$ cat src/lrast_pkg.sv
// ----------------------------------------------------------------------------
// lrast_pkg
// Shared types and constants of the lazy range-add / range-sum tree.
// ----------------------------------------------------------------------------
`default_nettype none
package lrast_pkg;

  localparam int MaxPositions = 1024;
  localparam int NodeCount    = 4 * MaxPositions;
  localparam int NodeW        = $clog2(NodeCount);
  localparam int PosW         = $clog2(MaxPositions) + 1;
  localparam int StackDepth   = 16;
  localparam int SpW          = $clog2(StackDepth);

  localparam logic ActAdd = 1'b0;
  localparam logic ActSum = 1'b1;

  localparam logic [0:0] RegSizeInUse = 1'b0;

  typedef enum logic [4:0] {
    S_CLR, S_IDLE, S_VISIT, S_VWAIT, S_PDA, S_PDB, S_PDMUL, S_PDW1, S_PDW2,
    S_PDW3, S_DECIDE, S_FMUL, S_FW, S_POP, S_RCA, S_RCB, S_RCC, S_FINISH
  } state_t;

  typedef struct packed {
    logic [63:0] sum;
    logic [63:0] pend;
  } node_t;

  function automatic logic [PosW-1:0] mid_of(input logic [PosW-1:0] l,
                                             input logic [PosW-1:0] r);
    logic [PosW:0] s;
    s = {1'b0, l} + {1'b0, r};
    return s[PosW:1];
  endfunction

  function automatic logic [63:0] mul_len(input logic [63:0] a,
                                          input logic [PosW-1:0] b);
    logic [63+PosW:0] p;
    p = a * b;
    return p[63:0];
  endfunction

endpackage
`default_nettype wire

$ cat src/lrast_cfg.sv
// ----------------------------------------------------------------------------
// lrast_cfg
// Register bank: holds the size in use and gives the clamped tree span.
// ----------------------------------------------------------------------------
`default_nettype none
module lrast_cfg (
  input  wire logic                       clk,
  input  wire logic                       rst,
  input  wire logic                       psel,
  input  wire logic                       penable,
  input  wire logic                       pwrite,
  input  wire logic [2:0]                 paddr,
  input  wire logic [31:0]                pwdata,
  output logic      [31:0]                prdata,
  output logic                            pready,
  output logic      [lrast_pkg::PosW-1:0] span
);
  logic [10:0] size_in_use;

  assign pready = 1'b1;

  always_ff @(posedge clk) begin
    if (rst) begin
      size_in_use <= 11'd1024;
    end else if (psel && penable && pwrite && paddr[2] == lrast_pkg::RegSizeInUse) begin
      size_in_use <= pwdata[10:0];
    end
  end

  always_comb begin
    prdata = '0;
    if (paddr[2] == lrast_pkg::RegSizeInUse) begin
      prdata = {21'd0, size_in_use};
    end
  end

  always_comb begin
    if (size_in_use == 11'd0) begin
      span = lrast_pkg::PosW'(1);
    end else if (32'(size_in_use) > lrast_pkg::MaxPositions) begin
      span = lrast_pkg::PosW'(lrast_pkg::MaxPositions);
    end else begin
      span = lrast_pkg::PosW'(size_in_use);
    end
  end
endmodule
`default_nettype wire

$ cat config.mk
export PLATFORM = sky130hd
export DESIGN_NAME = lrast_cfg
export DESIGN_NICKNAME = d
export VERILOG_FILES = /design/src/lrast_pkg.sv /design/src/lrast_cfg.sv
export SDC_FILE = /design/constraint.sdc
export NUM_CORES = 1
export LEC_CHECK = 0
export BUFFER_PORTS_ARGS = -buffer_cell sky130_fd_sc_hd__buf_2
export CAP_MARGIN = 20
export CELL_PAD_IN_SITES_DETAIL_PLACEMENT = 1
export CELL_PAD_IN_SITES_GLOBAL_PLACEMENT = 1
export CORE_UTILIZATION = 23
export CTS_CLUSTER_DIAMETER = 100
export DETAILED_ROUTE_END_ITERATION = 10
export HOLD_SLACK_MARGIN = 0.15
export PLACE_DENSITY = 0.94
export SYNTH_ARGS = -nofsm -noshare
export SYNTH_HDL_FRONTEND = slang
export SYNTH_SLANG_ARGS = --single-unit
$ cat constraint.sdc
create_clock -name clk -period 1.47 [get_ports clk]
set_input_delay 0.147 -clock clk [delete_from_list [all_inputs] [get_ports clk]]
set_output_delay 0.147 -clock clk [all_outputs]
set_load 0.01 [all_outputs]
==> key figures <==
Place
  – IO Port Bufs: 38
  – Placed cell areas: slightly above 900 um2
  – Worst slack at placement: ~0.36 ns
  – Dpl hpwl: 1510 um
  – Placer Congestion: between 0.7 and 0.8

Routing
  – Final WL: 1980 um
  – Via density: 3.88
  – DR pass1 iterations: 2
  – DRT iter0 DRCs: 23
  – Vias: ~740
  – Post-DR wirelength/cell: 10.4 um
  – Post-route DRC: 0
  – Final ANT Viol Nets: 0

Clock tree
  – CTS root buffer: clkbuf_4
  – Clock latency on the worst-skew pair: roughly 0.26 ns
  – Bufs on Longest Clock Path: 2
  – Clock sink count: 11
  – H-tree lvl count: 1
  – Clock slew at reported path FFs: roughly 0.07 ns
  – CTS tree: yes
  – Num CTS Buffers: 3

Setup path
  – FF-to-FF setup slack: 0.65 ns
  – R2R Path Start: size_in_use[10]
  – CP cell instances: nor4_2 -> a31oi_1 -> nor2_1 -> buf_2
  – Slowest stage delay, CP: around 0.35 ns
  – Worst Path Required: roughly 1.3 ns
  – Cell family with most CP delay: simple AND/OR/NAND/NOR gates
  – Worst Reg-to-Reg Cells: 2
  – Startpoint types: flop
  – Slowest stage cell, crit path: dfxtp_1
  – Endpoint type of the worst setup path: primary output
  – Critical path origin: size_in_use[8]
  – FF-to-FF End: size_in_use[10]
  – Critical path buffers and inverters: 1
  – Worst Path Arrival: between 1 and 1.5 ns
  – Crit path max fanout: 4
  – Worst setup path class: flop to primary output

Layout
  – Layout cells sized above 1: 38.1%
  – Multi-input logic area: about 440 um2
  – Filler cells: 408
  – N_diodes: 0
  – Layout area overhead: 34.8%
  – Reg with most FFs: size_in_use
  – Max reg flops: 11
  – Register area: about 220 um2
  – Biggest regs: size_in_use x11
  – Design area: 1050 um2
  – # nets final: between 150 and 200
  – Most frequent cells in the layout: buf_2, conb_1, nand2_1
  – Most common cell after layout, fill and taps aside: buf_2

Floorplanning
  – Initial Util: about 25%
  – Die H: ~60 um
  – Die ar.: about 3600 um2
  – Rows: 20
  – Io pins: 84
  – Chip Width: roughly 60 um
  – Core Area: approximately 3100 um2

Hold path
  – Hold path depth: 3
  – Hold worst-path end: size_in_use[8]
  – HP Start: pwdata[8]
  – Worst min-delay path class: input port to flop

Global routing
  – Initial antenna violation count: 0
  – Total Routing Usage GR: about an eighth
  – Gr ovfl total: 0
  – First-pass GRT wire length: between 3000 and 4000 um
  – Pin count of the biggest net entering global routing: 14
  – Vias in the first global route: between 600 and 700

Synthesis
  – Register bit total from synthesis: 11
  – Post-Syn Area: 776 um2
  – Mean Syn Cell Area: ~7.7 um2
  – Synth Warn #: 0
  – Post-Synthesis Cells: around 100
  – Netlist cell types: 19
  – Share of the yosys chip area belonging to registers: 28.4%

Run
  – Max_cap viols: 0

STA
  – Hold Worst Slack: ~0.15 ns
  – Worst Skew: 0 ns
  – Peak Freq: around 0.73 GHz
  – Setup violators final: 0
  – RSZ-0062 raised after global routing: false
  – Setup ws final: roughly 0.10 ns
  – Final min period: 1.37 ns
  – Setup TNS: 0 ns
  – Slew Viols, Final: 0
  – Final-report hold violation count: 0
  – Crit share post-route: slightly above 90%

Power and ir drop
  – Power per cell area: just over 600 nW/um2
  – VDD IR max: around 0.16 mV
  – Leakage power: ~0.49 nW
  – Tot Pwr: approximately 640 uW

Status
  – Status: completed
[cells by family (layout without fill, tap and decap cells)]
kind of cell / Yosys count / count (layout) / synth area share (%)
and+or+nand+nor: 49 / 49 / 33.5
buffers and inverters: 28 / 54 / 25.5
other: 2 / 22 / 0.968
DFF: 11 / 11 / 28.4
AOI/OAI and AO/OA: 11 / 11 / 11.6
[cell type report]
| class | count | share of cell area (%) |
|---|---|---|
| flip-flops and latches | 11 | 21.1 |
| multi-input cells | 82 | 42.0 |
| repair buffers | 50 | 29.2 |
| clock buffers | 4 | 2.51 |
| well taps | 44 | 5.26 |
[tightest hold or removal path: stages]
cell and delay [ns]:
buf_2 0.10, nand2_1 0.07, a21oi_2 0.05
[where the power goes]
group | switching (mW) | internal (mW)
combinational | 0.0686 | 0.0549
sequential | 0.00915 | 0.305
clock | 0.0973 | 0.105
[per-stage QoR]
stage,std cells,util (%)
3_5_place_dp,177,29.2
2_1_floorplan,121,-
4_1_cts,191,33.2
6_report,191,33.4
5_1_grt,191,33.4
3_3_place_gp,177,29.2
[synth_stat cells]
master,instances,area share (%)
and2b_2,1,1.1
buf_6,1,1.5
a21oi_1,1,0.64
a21oi_2,9,10
nand3b_1,1,0.97
nand4b_1,1,1.1
buf_2,2,1.3
dfxtp_1,11,28
buf_4,22,21
nor3_1,1,0.64
nor2_1,2,0.97
a31oi_1,1,0.81
nor2b_1,19,15
nand2_1,20,9.7
nand2_2,2,1.6
clkbuf_1,3,1.5
and4b_1,1,1.3
conb_1,2,0.97
nor4_1,1,0.81
[how the worst max path moves through the flow]
stage | endpoint | depth (start not counted)
2_1_floorplan | prdata[10] | 2
3_3_place_gp | span[0] | 4
3_5_place_dp | span[0] | 4
4_1_cts | span[0] | 4
5_1_grt | span[0] | 4
6_report | span[0] | 4
[layer usage]
metal	global-route usage (%)	share of wire (%)
met1	13.4	40
met2	20.6	53
met3	1.73	4.9
met4	6.31	2.3
met5	0	0
[what timing repair did]
| item | CTS | global route |
|---|---|---|
| endpoints found under the hold margin | 10 | 0 |
| setup endpoints to repair | 0 | 1 |
| hold buffers | 10 | 0 |
| gates resized for setup | 0 | 1 |
| buffers inserted | 0 | 0 |
Note: power is estimated with default switching activity, not from simulation.
